--- config.mk ---
export PLATFORM = sky130hd
export DESIGN_NAME = drag_box_polygon_vertices
export DESIGN_NICKNAME = d
export VERILOG_FILES = /design/src/rtl/dbpv_pkg.sv /design/src/rtl/dbpv_front.sv /design/src/rtl/dbpv_fifo.sv /design/src/rtl/dbpv_back.sv /design/src/rtl/drag_box_polygon_vertices.sv
export SDC_FILE = /design/constraint.sdc
export NUM_CORES = 2
export LEC_CHECK = 0
export ABC_AREA = 1
export BUFFER_PORTS_ARGS = -buffer_cell sky130_fd_sc_hd__buf_2
export CORE_MARGIN = 5
export CORE_UTILIZATION = 30
export CTS_CLUSTER_DIAMETER = 200
export DETAILED_ROUTE_END_ITERATION = 16
export GPL_ROUTABILITY_DRIVEN = 1
export PLACE_DENSITY_LB_ADDON = 0.1
export SETUP_SLACK_MARGIN = 0.5
export SLEW_MARGIN = 20
export SYNTH_ARGS = -nofsm -noshare
export SYNTH_HDL_FRONTEND = slang
export SYNTH_SLANG_ARGS = --single-unit
--- constraint.sdc ---
create_clock -name clock -period 21.2 [get_ports clock]
set_input_delay 3.18 -clock clock [delete_from_list [all_inputs] [get_ports clock]]
set_output_delay 3.18 -clock clock [all_outputs]
set_load 0.005 [all_outputs]
--- src/rtl/dbpv_pkg.sv ---
// Package for the drag-box polygon vertex generator.
// Sine polynomial constants, phase constants, sequencer states and flag types.
`default_nettype none

package dbpv_pkg;

   localparam int PHASE_W = 16;
   localparam logic [PHASE_W-1:0] QUARTER_TURN = 16'h4000;
   localparam int DIV_W = 17;
   localparam logic [DIV_W-1:0] FULL_TURN = 17'h10000;
   localparam int MIN_SIDES = 3;
   localparam int SINE_LAST = 7;
   localparam int SINE_W = 30;

   localparam logic signed [31:0] K1  = 32'sd1686629713;
   localparam logic signed [31:0] K3  = 32'sd693598668;
   localparam logic signed [31:0] K5  = 32'sd85569306;
   localparam logic signed [31:0] K7  = 32'sd5026995;
   localparam logic signed [31:0] K9  = 32'sd172272;
   localparam logic signed [31:0] K11 = 32'sd3864;

   typedef enum logic [2:0] {
      ST_IDLE,
      ST_DIV,
      ST_SINE,
      ST_XMUL,
      ST_YMUL,
      ST_EMIT
   } back_state_type;

   typedef struct packed {
      logic from_center;
      logic square;
   } req_flags_type;

endpackage

`default_nettype wire

--- src/rtl/dbpv_front.sv ---
// Front stage: takes a drag beat and forms the doubled center and box size.
// Depends on dbpv_pkg for the flag type.
`default_nettype none

module dbpv_front import dbpv_pkg::*; #(
   parameter int COORD_WIDTH = 24
) (
   input  wire logic                       clock,
   input  wire logic                       reset,
   input  wire logic                       in_valid,
   output logic                            in_ready,
   input  wire logic [4*COORD_WIDTH-1:0]   in_data,
   input  wire req_flags_type              in_flags,
   output logic                            out_valid,
   input  wire logic                       out_ready,
   output logic [4*COORD_WIDTH+6:0]        out_entry
);

   localparam int CW = COORD_WIDTH;

   logic signed [CW-1:0] sx, sy, ex, ey;
   logic signed [CW:0]   dx, dy, ddx, ddy;
   logic [CW:0]          adx_f, ady_f;
   logic [CW-1:0]        adx, ady, side, mx, my;
   logic signed [CW+1:0] cx2, cy2;
   logic [CW:0]          w, h;
   logic                 empty;
   logic                 val_ff, val_in;
   logic [4*CW+6:0]      entry_ff, entry_in;

   always_comb begin
      sx = $signed(in_data[CW-1:0]);
      sy = $signed(in_data[2*CW-1:CW]);
      ex = $signed(in_data[3*CW-1:2*CW]);
      ey = $signed(in_data[4*CW-1:3*CW]);
      dx = {ex[CW-1], ex} - {sx[CW-1], sx};
      dy = {ey[CW-1], ey} - {sy[CW-1], sy};
      adx_f = dx[CW] ? -dx : dx;
      ady_f = dy[CW] ? -dy : dy;
      adx = adx_f[CW-1:0];
      ady = ady_f[CW-1:0];
      side = (adx > ady) ? adx : ady;
      mx = in_flags.square ? side : adx;
      my = in_flags.square ? side : ady;
      ddx = in_flags.square ? (dx[CW] ? -$signed({1'b0, side}) : $signed({1'b0, side})) : dx;
      ddy = in_flags.square ? (dy[CW] ? -$signed({1'b0, side}) : $signed({1'b0, side})) : dy;
      if (in_flags.from_center) begin
         cx2 = {sx[CW-1], sx, 1'b0};
         cy2 = {sy[CW-1], sy, 1'b0};
         w = {mx, 1'b0};
         h = {my, 1'b0};
      end else begin
         cx2 = {sx[CW-1], sx, 1'b0} + {ddx[CW], ddx};
         cy2 = {sy[CW-1], sy, 1'b0} + {ddy[CW], ddy};
         w = {1'b0, mx};
         h = {1'b0, my};
      end
      empty = (mx == '0) || (my == '0);
   end

   assign in_ready  = !val_ff || out_ready;
   assign out_valid = val_ff;
   assign out_entry = entry_ff;

   always_comb begin
      val_in = val_ff;
      entry_in = entry_ff;
      if (in_valid && in_ready) begin
         val_in = 1'b1;
         entry_in = {empty, h, w, cy2, cx2};
      end else if (out_ready) begin
         val_in = 1'b0;
      end
   end

   always_ff @(posedge clock) begin
      if (reset) begin
         val_ff <= 1'b0;
      end else begin
         val_ff <= val_in;
      end
      entry_ff <= entry_in;
   end

endmodule

`default_nettype wire

--- src/rtl/dbpv_fifo.sv ---
// Short register queue between the front and back stages.
// Standalone; width and depth set by parameters, depth a power of two.
`default_nettype none

module dbpv_fifo #(
   parameter int WIDTH = 8,
   parameter int DEPTH = 2
) (
   input  wire logic             clock,
   input  wire logic             reset,
   input  wire logic             wr_valid,
   output logic                  wr_ready,
   input  wire logic [WIDTH-1:0] wr_data,
   output logic                  rd_valid,
   input  wire logic             rd_ready,
   output logic [WIDTH-1:0]      rd_data
);

   localparam int AW = (DEPTH > 1) ? $clog2(DEPTH) : 1;
   localparam int CNT_W = $clog2(DEPTH + 1);

   logic [WIDTH-1:0] mem_ff [DEPTH];
   logic [AW-1:0]    wp_ff, wp_in, rp_ff, rp_in;
   logic [CNT_W-1:0] cnt_ff, cnt_in;
   logic             push, pop;

   assign wr_ready = cnt_ff != CNT_W'(DEPTH);
   assign rd_valid = cnt_ff != '0;
   assign rd_data  = mem_ff[rp_ff];
   assign push = wr_valid && wr_ready;
   assign pop  = rd_valid && rd_ready;

   always_comb begin
      wp_in = push ? AW'(wp_ff + 1'b1) : wp_ff;
      rp_in = pop ? AW'(rp_ff + 1'b1) : rp_ff;
      cnt_in = cnt_ff;
      if (push && !pop) begin
         cnt_in = cnt_ff + 1'b1;
      end else if (pop && !push) begin
         cnt_in = cnt_ff - 1'b1;
      end
   end

   always_ff @(posedge clock) begin
      if (reset) begin
         wp_ff <= '0;
         rp_ff <= '0;
         cnt_ff <= '0;
      end else begin
         wp_ff <= wp_in;
         rp_ff <= rp_in;
         cnt_ff <= cnt_in;
      end
      if (push) begin
         mem_ff[wp_ff] <= wr_data;
      end
   end

endmodule

`default_nettype wire

--- src/rtl/dbpv_back.sv ---
// Back stage: per-box sequencer that divides out the phase step, runs two
// sine evaluations per vertex on one shared multiplier and emits the beats.
// Depends on dbpv_pkg for constants and the state type.
`default_nettype none

module dbpv_back import dbpv_pkg::*; #(
   parameter int COORD_WIDTH = 24,
   parameter int MAX_SIDES = 64
) (
   input  wire logic                     clock,
   input  wire logic                     reset,
   input  wire logic [6:0]               sides,
   input  wire logic                     in_valid,
   output logic                          in_ready,
   input  wire logic [4*COORD_WIDTH+6:0] in_entry,
   output logic                          out_valid,
   input  wire logic                     out_ready,
   output logic [COORD_WIDTH-1:0]        out_x,
   output logic [COORD_WIDTH-1:0]        out_y,
   output logic [5:0]                    out_index,
   output logic                          out_empty,
   output logic                          out_last
);

   localparam int CW = COORD_WIDTH;
   localparam int NW = $clog2(MAX_SIDES + 1);
   localparam int CMP_W = (NW > 7) ? NW : 7;
   localparam int MW = (CW + 2 > 32) ? CW + 2 : 32;
   localparam int PW = 2 * MW;
   localparam logic signed [PW-1:0] CMAX = $signed((PW'(1) << (CW - 1)) - PW'(1));
   localparam logic signed [PW-1:0] CMIN = -CMAX - PW'(1);

   back_state_type state_ff, state_in;

   logic signed [CW+1:0] e_cx2, e_cy2, cx2_ff, cy2_ff, cx2_in, cy2_in;
   logic [CW:0]          e_w, e_h, w_ff, h_ff, w_in, h_in;
   logic                 e_empty;

   logic [NW-1:0]        n_ff, n_in, i_ff, i_in, rem_ff, rem_in, ar_ff, ar_in;
   logic [NW-1:0]        n_clamp;
   logic [CMP_W-1:0]     sides_c;
   logic [DIV_W-1:0]     quo_ff, quo_in, dv_ff, dv_in;
   logic [4:0]           dcnt_ff, dcnt_in;
   logic [PHASE_W-1:0]   p_ff, p_in, ph;
   logic                 which_ff, which_in;
   logic [2:0]           ss_ff, ss_in;
   logic signed [PW-1:0] prod_ff, prod_in;
   logic signed [MW-1:0] x2_ff, x2_in;
   logic signed [SINE_W-1:0] s_ff, s_in, c_ff, c_in, sres;
   logic [CW-1:0]        vx_ff, vx_in;

   logic                 ov_ff, ov_in, oe_ff, oe_in, ol_ff, ol_in;
   logic [CW-1:0]        ox_ff, ox_in, oy_ff, oy_in;
   logic [5:0]           oi_ff, oi_in;

   logic                 out_free, pop, div_done, sine_done, last_v, ld_out;
   logic [NW:0]          dt, ar_sum;
   logic                 dge, age;
   logic [14:0]          rr;
   logic                 sneg;
   logic signed [31:0]   kc;
   logic signed [PW-1:0] t_w, mh, m2;
   logic signed [MW-1:0] mul_a, mul_b;
   logic                 mul_en;
   logic signed [PW-1:0] base, csum, crnd;
   logic [CW-1:0]        coord;

   assign {e_empty, e_h, e_w, e_cy2, e_cx2} = in_entry;

   assign out_free  = !ov_ff || out_ready;
   assign pop       = (state_ff == ST_IDLE) && in_valid && (!e_empty || out_free);
   assign in_ready  = pop;
   assign div_done  = dcnt_ff == 5'(DIV_W - 1);
   assign sine_done = ss_ff == 3'(SINE_LAST);
   assign last_v    = ({1'b0, i_ff} + 1'b1) == {1'b0, n_ff};

   assign out_valid = ov_ff;
   assign out_x     = ox_ff;
   assign out_y     = oy_ff;
   assign out_index = oi_ff;
   assign out_empty = oe_ff;
   assign out_last  = ol_ff;

   always_comb begin
      sides_c = CMP_W'(sides);
      if (sides_c < CMP_W'(MIN_SIDES)) begin
         n_clamp = NW'(MIN_SIDES);
      end else if (sides_c > CMP_W'(MAX_SIDES)) begin
         n_clamp = NW'(MAX_SIDES);
      end else begin
         n_clamp = NW'(sides_c);
      end
   end

   // Next state
   always_comb begin
      state_in = state_ff;
      unique case (state_ff)
         ST_IDLE: begin
            if (pop && !e_empty) begin
               state_in = ST_DIV;
            end
         end
         ST_DIV: begin
            if (div_done) begin
               state_in = ST_SINE;
            end
         end
         ST_SINE: begin
            if (sine_done && which_ff) begin
               state_in = ST_XMUL;
            end
         end
         ST_XMUL: state_in = ST_YMUL;
         ST_YMUL: state_in = ST_EMIT;
         ST_EMIT: begin
            if (out_free) begin
               state_in = last_v ? ST_IDLE : ST_SINE;
            end
         end
         default: state_in = ST_IDLE;
      endcase
   end

   // Quarter-wave folding, Horner coefficients, coordinate rounding and clamping, divider and remainder compares
   always_comb begin
      ph = which_ff ? PHASE_W'(p_ff + QUARTER_TURN) : p_ff;
      rr = ph[14] ? (15'h4000 - {1'b0, ph[13:0]}) : {1'b0, ph[13:0]};
      sneg = ph[15];
      case (ss_ff)
         3'd2:    kc = K9;
         3'd3:    kc = K7;
         3'd4:    kc = K5;
         3'd5:    kc = K3;
         3'd6:    kc = K1;
         default: kc = K11;
      endcase
      t_w = PW'(kc) - (prod_ff >>> 30);
      mh = (prod_ff >>> 14) + PW'(2);
      m2 = mh >>> 2;
      sres = sneg ? -$signed(m2[SINE_W-1:0]) : $signed(m2[SINE_W-1:0]);

      base = PW'((state_ff == ST_YMUL) ? cx2_ff : cy2_ff) <<< 28;
      csum = (state_ff == ST_YMUL) ? base + prod_ff : base - prod_ff;
      crnd = (csum + (PW'(1) <<< 28)) >>> 29;
      if (crnd > CMAX) begin
         coord = CMAX[CW-1:0];
      end else if (crnd < CMIN) begin
         coord = CMIN[CW-1:0];
      end else begin
         coord = crnd[CW-1:0];
      end

      dt = {rem_ff, dv_ff[DIV_W-1]};
      dge = dt >= {1'b0, n_ff};
      ar_sum = {1'b0, ar_ff} + {1'b0, rem_ff};
      age = ar_sum >= {1'b0, n_ff};
   end

   // Multiplier operand select
   always_comb begin
      mul_en = 1'b0;
      mul_a = '0;
      mul_b = '0;
      unique case (state_ff)
         ST_SINE: begin
            mul_en = !sine_done;
            case (ss_ff)
               3'd0: begin
                  mul_a = $signed(MW'(rr));
                  mul_b = $signed(MW'(rr));
               end
               3'd1: begin
                  mul_a = $signed({prod_ff[MW-3:0], 2'b00});
                  mul_b = MW'(K11);
               end
               3'd6: begin
                  mul_a = $signed(MW'(rr));
                  mul_b = $signed(t_w[MW-1:0]);
               end
               default: begin
                  mul_a = x2_ff;
                  mul_b = $signed(t_w[MW-1:0]);
               end
            endcase
         end
         ST_XMUL: begin
            mul_en = 1'b1;
            mul_a = $signed(MW'(w_ff));
            mul_b = MW'(s_ff);
         end
         ST_YMUL: begin
            mul_en = 1'b1;
            mul_a = $signed(MW'(h_ff));
            mul_b = MW'(c_ff);
         end
         default: mul_en = 1'b0;
      endcase
      prod_in = mul_en ? PW'(mul_a * mul_b) : prod_ff;
   end

   // Datapath and output register
   always_comb begin
      cx2_in = cx2_ff;
      cy2_in = cy2_ff;
      w_in = w_ff;
      h_in = h_ff;
      n_in = n_ff;
      i_in = i_ff;
      rem_in = rem_ff;
      quo_in = quo_ff;
      dv_in = dv_ff;
      dcnt_in = dcnt_ff;
      p_in = p_ff;
      ar_in = ar_ff;
      which_in = which_ff;
      ss_in = ss_ff;
      x2_in = x2_ff;
      s_in = s_ff;
      c_in = c_ff;
      vx_in = vx_ff;
      ld_out = 1'b0;
      ox_in = ox_ff;
      oy_in = oy_ff;
      oi_in = oi_ff;
      oe_in = oe_ff;
      ol_in = ol_ff;
      unique case (state_ff)
         ST_IDLE: begin
            if (pop) begin
               if (e_empty) begin
                  ld_out = 1'b1;
                  ox_in = '0;
                  oy_in = '0;
                  oi_in = '0;
                  oe_in = 1'b1;
                  ol_in = 1'b1;
               end else begin
                  cx2_in = e_cx2;
                  cy2_in = e_cy2;
                  w_in = e_w;
                  h_in = e_h;
                  n_in = n_clamp;
                  rem_in = '0;
                  quo_in = '0;
                  dv_in = FULL_TURN;
                  dcnt_in = '0;
               end
            end
         end
         ST_DIV: begin
            rem_in = dge ? NW'(dt - {1'b0, n_ff}) : NW'(dt);
            quo_in = {quo_ff[DIV_W-2:0], dge};
            dv_in = {dv_ff[DIV_W-2:0], 1'b0};
            dcnt_in = dcnt_ff + 1'b1;
            if (div_done) begin
               p_in = '0;
               ar_in = n_ff >> 1;
               i_in = '0;
               which_in = 1'b0;
               ss_in = '0;
            end
         end
         ST_SINE: begin
            ss_in = ss_ff + 1'b1;
            if (ss_ff == 3'd1) begin
               x2_in = $signed({prod_ff[MW-3:0], 2'b00});
            end
            if (sine_done) begin
               if (which_ff) begin
                  c_in = sres;
               end else begin
                  s_in = sres;
               end
               which_in = !which_ff;
               ss_in = '0;
            end
         end
         ST_YMUL: vx_in = coord;
         ST_EMIT: begin
            if (out_free) begin
               ld_out = 1'b1;
               ox_in = vx_ff;
               oy_in = coord;
               oi_in = 6'(i_ff);
               oe_in = 1'b0;
               ol_in = last_v;
               i_in = i_ff + 1'b1;
               ar_in = age ? NW'(ar_sum - {1'b0, n_ff}) : NW'(ar_sum);
               p_in = p_ff + PHASE_W'(quo_ff) + PHASE_W'(age);
            end
         end
         default: ld_out = 1'b0;
      endcase
      ov_in = ld_out ? 1'b1 : (out_ready ? 1'b0 : ov_ff);
   end

   always_ff @(posedge clock) begin
      if (reset) begin
         state_ff <= ST_IDLE;
         ov_ff <= 1'b0;
         which_ff <= 1'b0;
         ss_ff <= '0;
         dcnt_ff <= '0;
         i_ff <= '0;
         n_ff <= NW'(MIN_SIDES);
      end else begin
         state_ff <= state_in;
         ov_ff <= ov_in;
         which_ff <= which_in;
         ss_ff <= ss_in;
         dcnt_ff <= dcnt_in;
         i_ff <= i_in;
         n_ff <= n_in;
      end
      cx2_ff <= cx2_in;
      cy2_ff <= cy2_in;
      w_ff <= w_in;
      h_ff <= h_in;
      rem_ff <= rem_in;
      quo_ff <= quo_in;
      dv_ff <= dv_in;
      p_ff <= p_in;
      ar_ff <= ar_in;
      prod_ff <= prod_in;
      x2_ff <= x2_in;
      s_ff <= s_in;
      c_ff <= c_in;
      vx_ff <= vx_in;
      ox_ff <= ox_in;
      oy_ff <= oy_in;
      oi_ff <= oi_in;
      oe_ff <= oe_in;
      ol_ff <= ol_in;
   end

endmodule

`default_nettype wire

--- src/rtl/drag_box_polygon_vertices.sv ---
// Top level of the drag-box polygon vertex generator.
// Instantiates dbpv_front, dbpv_fifo and dbpv_back; uses dbpv_pkg.
`default_nettype none

// One req beat is a drag (start, end, square and from-center flags); the block
// answers with one rsp beat per polygon vertex, tlast on the final one, or a
// single beat with tuser set when the box has zero width or height. The
// front stage registers the box and parks it in a two-entry queue, so up to
// three drags can be taken while the back stage works. Per drag the back
// stage takes the box and runs the phase-step division, then for each vertex
// two 8-step polynomial sine evaluations on its single shared multiplier,
// two coordinate products and the beat itself. A collapsed box skips the
// division and sine steps and gets its beat straight from the idle state.
// The side count is taken from csr_wr_data when csr_wr_en is high, reset 5.

module drag_box_polygon_vertices import dbpv_pkg::*; #(
   parameter int MAX_SIDES = 64,
   parameter int COORD_WIDTH = 24
) (
   input  wire logic                                     clock,
   input  wire logic                                     reset,
   input  wire logic                                     req_tvalid,
   output logic                                          req_tready,
   // start_x, start_y, end_x, end_y
   input  wire logic [((4*COORD_WIDTH+7)/8)*8-1:0]       req_tdata,
   // square_constrain, from_center
   input  wire logic [1:0]                               req_tuser,
   output logic                                          rsp_tvalid,
   input  wire logic                                     rsp_tready,
   // vertex_x, vertex_y, vertex_index
   output logic [((2*COORD_WIDTH+6+7)/8)*8-1:0]          rsp_tdata,
   // empty_shape
   output logic                                          rsp_tuser,
   output logic                                          rsp_tlast,
   input  wire logic                                     csr_wr_en,
   input  wire logic [6:0]                               csr_wr_data
);

   localparam int CW = COORD_WIDTH;
   localparam int ENT_W = 4 * CW + 7;
   localparam int OUT_W = ((2 * CW + 6 + 7) / 8) * 8;

   logic [6:0]        sides_ff;
   req_flags_type     flags;
   logic              f_valid, f_ready, b_valid, b_ready;
   logic [ENT_W-1:0]  f_entry, b_entry;
   logic [CW-1:0]     vx, vy;
   logic [5:0]        vidx;

   assign flags = req_flags_type'(req_tuser);

   always_ff @(posedge clock) begin
      if (reset) begin
         sides_ff <= 7'd5;
      end else if (csr_wr_en) begin
         sides_ff <= csr_wr_data;
      end
   end

   dbpv_front #(.COORD_WIDTH(CW)) u_front (
      .clock     (clock),
      .reset     (reset),
      .in_valid  (req_tvalid),
      .in_ready  (req_tready),
      .in_data   (req_tdata[4*CW-1:0]),
      .in_flags  (flags),
      .out_valid (f_valid),
      .out_ready (f_ready),
      .out_entry (f_entry)
   );

   dbpv_fifo #(.WIDTH(ENT_W), .DEPTH(2)) u_fifo (
      .clock    (clock),
      .reset    (reset),
      .wr_valid (f_valid),
      .wr_ready (f_ready),
      .wr_data  (f_entry),
      .rd_valid (b_valid),
      .rd_ready (b_ready),
      .rd_data  (b_entry)
   );

   dbpv_back #(.COORD_WIDTH(CW), .MAX_SIDES(MAX_SIDES)) u_back (
      .clock     (clock),
      .reset     (reset),
      .sides     (sides_ff),
      .in_valid  (b_valid),
      .in_ready  (b_ready),
      .in_entry  (b_entry),
      .out_valid (rsp_tvalid),
      .out_ready (rsp_tready),
      .out_x     (vx),
      .out_y     (vy),
      .out_index (vidx),
      .out_empty (rsp_tuser),
      .out_last  (rsp_tlast)
   );

   assign rsp_tdata = OUT_W'({vidx, vy, vx});

endmodule

`default_nettype wire

Yosys cells after proc, flatten, opt, wreduce, memory -nomap -nowiden
Memory sizes are Yosys's and may differ from the RTL's. A register that Yosys moved wholly into a read port is not among the register bits.
Cells that the tools add are included.
{"block": "totals", "regBits": 541, "ram_bits": 206, "inputBits": 110, "out_inout_bits": 60, "word_cells": 233, "memories": 1}
{"memory": "u_fifo.mem_ff", "depth": 2, "width": 103, "rd": 1, "rd_clocked_by_memory_dff": 1, "write_ports": 1, "line_no": "dbpv_fifo.sv:22", "text": "logic [WIDTH-1:0] mem_ff [DEPTH];"}
{"block": "op_classes", "n_addsub": 28, "multipliers": 1, "order_cmp": 7, "eq_ne": 23, "mux": 93, "n_bitwise": 2, "n_reduce_logical": 44}
{"op": "$mux 24", "count": 13}
{"op": "$pmux 32 s3", "count": 2}
{"op": "$pmux 31 s5", "count": 1}
{"op": "$pmux 32 s2", "count": 2}
{"op": "$mux 25", "count": 4}
{"op": "$pmux 24 s2", "count": 2}
{"op": "$mux 16", "count": 5}
{"op": "$mux 7", "count": 10}
{"op": "$add 64x30->64 const B", "count": 1}
{"op": "$add 64x64->64", "count": 1}
{"op": "$mul 32x32->64", "count": 1}
{"op": "$mux 64", "count": 1}
{"op": "$pmux 16 s2", "count": 2}
{"op": "$sub 64x64->64", "count": 1}
{"op": "$add 25x25->26", "count": 2}
{"op": "$mux 26", "count": 2}
{"op": "$sub 24x24->25", "count": 2}
{"op": "$logic_not 24->1", "count": 2}
{"op": "$neg 24->24", "count": 2}
{"op": "$pmux 7 s2", "count": 3}
{"op": "$mux 36", "count": 1}
{"op": "$gt 35x24->1 const B", "count": 1}
{"op": "$lt 35x24->1 const B", "count": 1}
{"op": "$mux 17", "count": 2}
{"op": "51 further kinds", "count": 134}

Logic depth before layout (Yosys ltp)
{"block": "depth", "word_depth": 10, "depth_mapped": 58, "mapped_depth_nobuf": 58}

Hierarchy
From an unflattened synthesis, not the netlist that was laid out.
{"block": "hier_totals", "cells_unflattened": 10935, "area_unflattened_um2": 88088.2}
{"mod": "dbpv_back", "instances": 1, "cells_per_inst": 8173, "area_per_inst_um2": 65420.2, "seq_area_each_um2": 12041.5}
{"mod": "dbpv_front", "instances": 1, "cells_per_inst": 2361, "area_per_inst_um2": 14685.3, "seq_area_each_um2": 3052.9}
{"mod": "dbpv_fifo", "instances": 1, "cells_per_inst": 357, "area_per_inst_um2": 7686.1, "seq_area_each_um2": 6286.0}
{"mod": "drag_box_polygon_vertices", "instances": 1, "cells_per_inst": 44, "area_per_inst_um2": 296.5, "seq_area_each_um2": 140.1}

Worst setup path after synthesis
No wires, ideal clock.
{"block": "synth_timing", "kind": "register to register", "from": "register u_back.state_ff[2]", "to": "register u_back.prod_ff[61] (data pin)", "setup_ns": 0.264, "arrival_ns": 10.349, "t_required_ns": 20.936, "slack_ns": 10.587, "stages_incl_launch_ff": 32, "n_path_buf": 3, "period_less_slack_ns": 10.613, "cell_sequence": "dfxtp_1 buf_2 nor3_1 inv_1 nor2_1 clkbuf_1 a22oi_1 inv_1 buf_2 nand2_1 fa_1 inv_1 fa_1 fa_1 fa_1 inv_1 fa_1 inv_1 fa_1 inv_1 fa_1 inv_1 fa_1 ha_1 a21oi_1 o21ai_0 a21oi_1 inv_1 a21oi_1 o21ai_0 a31oi_1 xor2_1"}
{"block": "synth_via", "elab_chain_len": 3, "elab_cells_between_ends": 6, "classes_between": "1 x mul; 3 x eq/ne; 2 x mux"}
{"item": "start, declared", "line_no": "dbpv_back.sv:33", "text": "back_state_type state_ff, state_in;"}
{"item": "start signal, assigned", "line_no": "dbpv_back.sv:308", "text": "state_ff <= state_in;"}
{"item": "$eq 3x3->1 / $eq 3x2->1 (equally long branches)", "line_no": "dbpv_back.sv:165", "text": "unique case (state_ff)"}
{"item": "$pmux 32 s3", "line_no": "dbpv_back.sv:165"}
{"item": "$mul 32x32->64 (*)", "line_no": "dbpv_back.sv:199", "text": "prod_in = mul_en ? PW'(mul_a * mul_b) : prod_ff;"}
{"item": "end signal, assigned", "line_no": "dbpv_back.sv:325", "text": "prod_ff <= prod_in;"}
{"item": "end, declared", "line_no": "dbpv_back.sv:47", "text": "logic signed [PW-1:0] prod_ff, prod_in;"}
Mark *: on every way between the ends. The rest lies on a longest branch, timed or not.
A chain may end at the register's enable or synchronous reset.

Final worst setup path
{"block": "layout_timing", "from": "register u_back.ss_ff[0]", "to": "register u_back.prod_ff[47] (data pin)"}
{"block": "layout_via", "elab_chain_len": 6, "elab_cells_between_ends": 15, "classes_between": "1 x add/sub; 1 x mul; 6 x eq/ne; 5 x mux; 2 x reduce/logical"}
{"item": "start, declared", "line_no": "dbpv_back.sv:46", "text": "logic [2:0] ss_ff, ss_in;"}
{"item": "start signal, assigned", "line_no": "dbpv_back.sv:311", "text": "ss_ff <= ss_in;"}
{"item": "$eq 3x3->1, or another cell as far along", "line_no": "dbpv_back.sv:130, dbpv_back.sv:168"}
{"item": "$pmux 31 s5", "line_no": "dbpv_back.sv:130", "text": "case (ss_ff)"}
{"item": "$sub 32x32->32", "line_no": "dbpv_back.sv:138", "text": "t_w = PW'(kc) - (prod_ff >>> 30);"}
{"item": "$pmux 32 s2", "line_no": "dbpv_back.sv:168", "text": "case (ss_ff)"}
{"item": "$pmux 32 s3", "line_no": "dbpv_back.sv:165"}
{"item": "$mul 32x32->64 (*)", "line_no": "dbpv_back.sv:199"}
Marks and branches as above.

==> reports/metrics.yaml <==
status:
  outcome: "finished, final reports clean"
sta:
  slew_headroom_pct: 16.3
  clock_skew_ps: 23.4
  worstMarginPinSlew_ps: 1240
  whs_ps: 441
  rsz0062_at_grt: "no"
  fmax_ghz: 0.0749
  setup_viol: 0
  finalSetupTns_ps: 0
  hold_viol: 0
  setup_ws_ps: 7840
  finalCritPeriodShare_pct: 63.0
  finalCriticalPeriod_ps: 13360
  slew_viol_final: 0
placement:
  gp_congestion: 0.952
  place_area_sq_um: 91600
  dp_hpwl_um: 279000
  io_buffer_count: 167
  dp_cells: 14400
  dp_slack_ps: 7820
setup_path:
  slowest_stage: "inv_2"
  cp_max_fo: 25
  critPathRequiredTime_ps: 21600
  path_class: "reg2reg"
  cp_common_cell: "nand2_1"
  critPathCaptureType: "flip-flop"
  crit_path_start_kind: "flip-flop"
  cpPeakStageDelay_ps: 870
  arrival_ps: 13760
power_and_ir_drop:
  p_per_area_nw_per_um2: 81.1
  power.share.switching_pct: 49.3
  p_sw_mw: 3.77
  pwr-share-seq_pct: 28.6
  p_clk_share_pct: 18.6
  ir_worst_vdd_mv: 0.0547
  p_int_mw: 3.88
  combPwrFrac_pct: 52.8
  power_mw: 7.65
  p_leak_nw: 44.4
yosys:
  post_synth_most_frequent_cells: "2,521 x nand2_1, 2,217 x inv_1, 1,093 x fa_1, 1,004 x nor2_1, 692 x edfxtp_1"
  netlist_area_sq_um: 86200
  yosysTopAreaCell: "fa_1"
  yosysSeqAreaShare_pct: 25.0
  yosysMostFrequentCell: "nand2_1"
  synth.distinct_cells: 73
  synthTopCellsByArea: "fa_1 25%, edfxtp_1 24%, nand2_1 11%"
  synth_seq_cells: 732
  ys_warn_count: 0
  async_reset_ff_share_pct: 0
  synth_area_per_cell_sq_um: 8.13
  netlist.area_leader.share_pct: 25.4
  syn_inst: 10600
  synthFlopType: "edfxtp_1"
  synth-edff-count: 692
clock_network:
  cts.sinks: 732
  hold_buffers: 0
  cts_root_buffer: "clkbuf_16"
  insertion_delay_ps: 690
  cts.htree.levels: 3
  cts_tree: "yes"
  clk_pin_slew_worst_paths_ps: 70
  cts_made_buffers: 83
  clk_path_buf_depth: 3
  cts_setup_buffers: 0
  ctsResizeCount: 0
cells_and_area:
  area_growth_pct: 9.46
  layout.nets: 12300
  fin_cells: 14500
  drive_gt1_share_pct: 6.76
  nFillCells: 30500
  ff_latch_area_sq_um: 21600
  multiInputGateArea_sq_um: 54900
  final_core_util_pct: 33.0
  final_cell_area_sq_um: 94300
min_path:
  hp-class: "reg2reg"
drt:
  ant_nets: 0
  drt_first_pass_iters: 8
  drt_wl_total_um: 342000
  post_drt_via_cell_ratio: 4.90
  remaining_drc_errors: 0
  wl_per_cell_um: 23.5
  vias: 71100
  drtIter0Drc: 5787
floorplan:
  fp-row-count: 196
  start_util_pct: 30.2
  die_height_um: 546
  core_area_sq_um: 285000
  die_x_um: 546
  dieArea_sq_um: 298000
  ios: 170
global_route:
  grt_max_degree: 72
  grt.overflow.total: 0
  grt_pass1_wl_um: 500000
  grt_pass1_vias: 72900
  antenna_found_initial: 16
  track_usage_pct: 22.6
job:
  max_cap_viol_count: 0
==> logic make-up (layout without fill, tap and decap cells) <==
| family | count (synthesis) | after routing | synth area share [%] |
|---|---|---|---|
| AO/OA/AOI/OAI | 1153 | 1153 | 7.55 |
| other | 1 | 6 | 0.00435 |
| multiplexers | 104 | 104 | 1.36 |
| adder cells (fa/ha/maj) | 1548 | 1548 | 32.0 |
| AND/OR/NAND/NOR | 4245 | 4245 | 20.0 |
| XOR/XNOR | 248 | 248 | 2.56 |
| buffers and inverters | 2567 | 2720 | 11.4 |
| flip-flops | 732 | 732 | 25.0 |
==> cell usage in the layout (no fill, tap or decap), drive strengths merged, types with 88 or more instances in the layout <==
master,Yosys,final
xor2,160,160
nand3,382,382
buf,114,314
inv,2239,2242
nor2,1033,1033
nand2,2549,2549
o21ai,429,429
clkbuf,200,105
xnor2,88,88
edfxtp,692,692
fa,1093,1093
ha,455,455
nand4,107,107
mux2,102,102
a21oi,466,466
==> power groups by stage <==
stage / Clock, mW / Combinational (mW) / Sequential [mW]
after floorplan: 0 / 2.52 / 2.12
after global placement: 0 / 4.02 / 2.22
after detailed placement: 0 / 4.00 / 2.23
after CTS: 1.47 / 4.02 / 2.20
after global routing: 1.53 / 4.44 / 2.21
final: 1.42 / 4.04 / 2.19
==> layout make-up <==
cell class	instances	share of cell area, %
clock inverters	48	0.394
multi-input cells	7300	58.2
clock buffers	105	2.42
diodes	4	0.0106
repair buffers	314	2.08
inverters	2253	8.97
well taps	3762	4.99
flip-flops and latches	732	22.9
==> metal layers <==
metal / GRT usage (%) / wire length (um)
met5: 0 / 11
met4: 5.35 / 9410
met3: 3.20 / 18800
met2: 36.6 / 156000
met1: 31.9 / 158000
==> path summary, 6_finish.rpt <==
kind / from / end / slack (ps) / depth (start not counted)
max: u_back.ss_ff[0]$_SDFFE_PP0P_ / u_back.prod_ff[47]$_DFFE_PP_ / 7840 / 48
min: u_front.out_entry[81]$_DFFE_PP_ / u_fifo.mem_ff[0][81]$_DFFE_PP_ / 440 / 0
max reg2reg: u_back.ss_ff[0]$_SDFFE_PP0P_ / u_back.prod_ff[47]$_DFFE_PP_ / 7840 / 48
min reg2reg: u_front.out_entry[81]$_DFFE_PP_ / u_fifo.mem_ff[0][81]$_DFFE_PP_ / 440 / 0
==> sequential cells by signal (all words and copies together), names as in the netlist, 26 cells and up, named ones only <==
signal	cells
u_back.cy2_ff	26
u_back.c_ff	30
u_fifo.mem_ff	206
u_back.prod_ff	64
u_back.cx2_ff	26
u_front.out_entry	103
u_back.x2_ff	30
u_back.s_ff	30
==> worst max-delay path: cells and delay by family (launching register included) <==
family	cells	cell delay [ps]
AOI/OAI and AO/OA	10	2990
xor gates and xnor gates	1	540
adders and majority gates	12	5090
buffers and inverters	9	1530
DFF	1	460
and+or+nand+nor	16	2380
No activity file was read; power rests on OpenSTA's default activity.
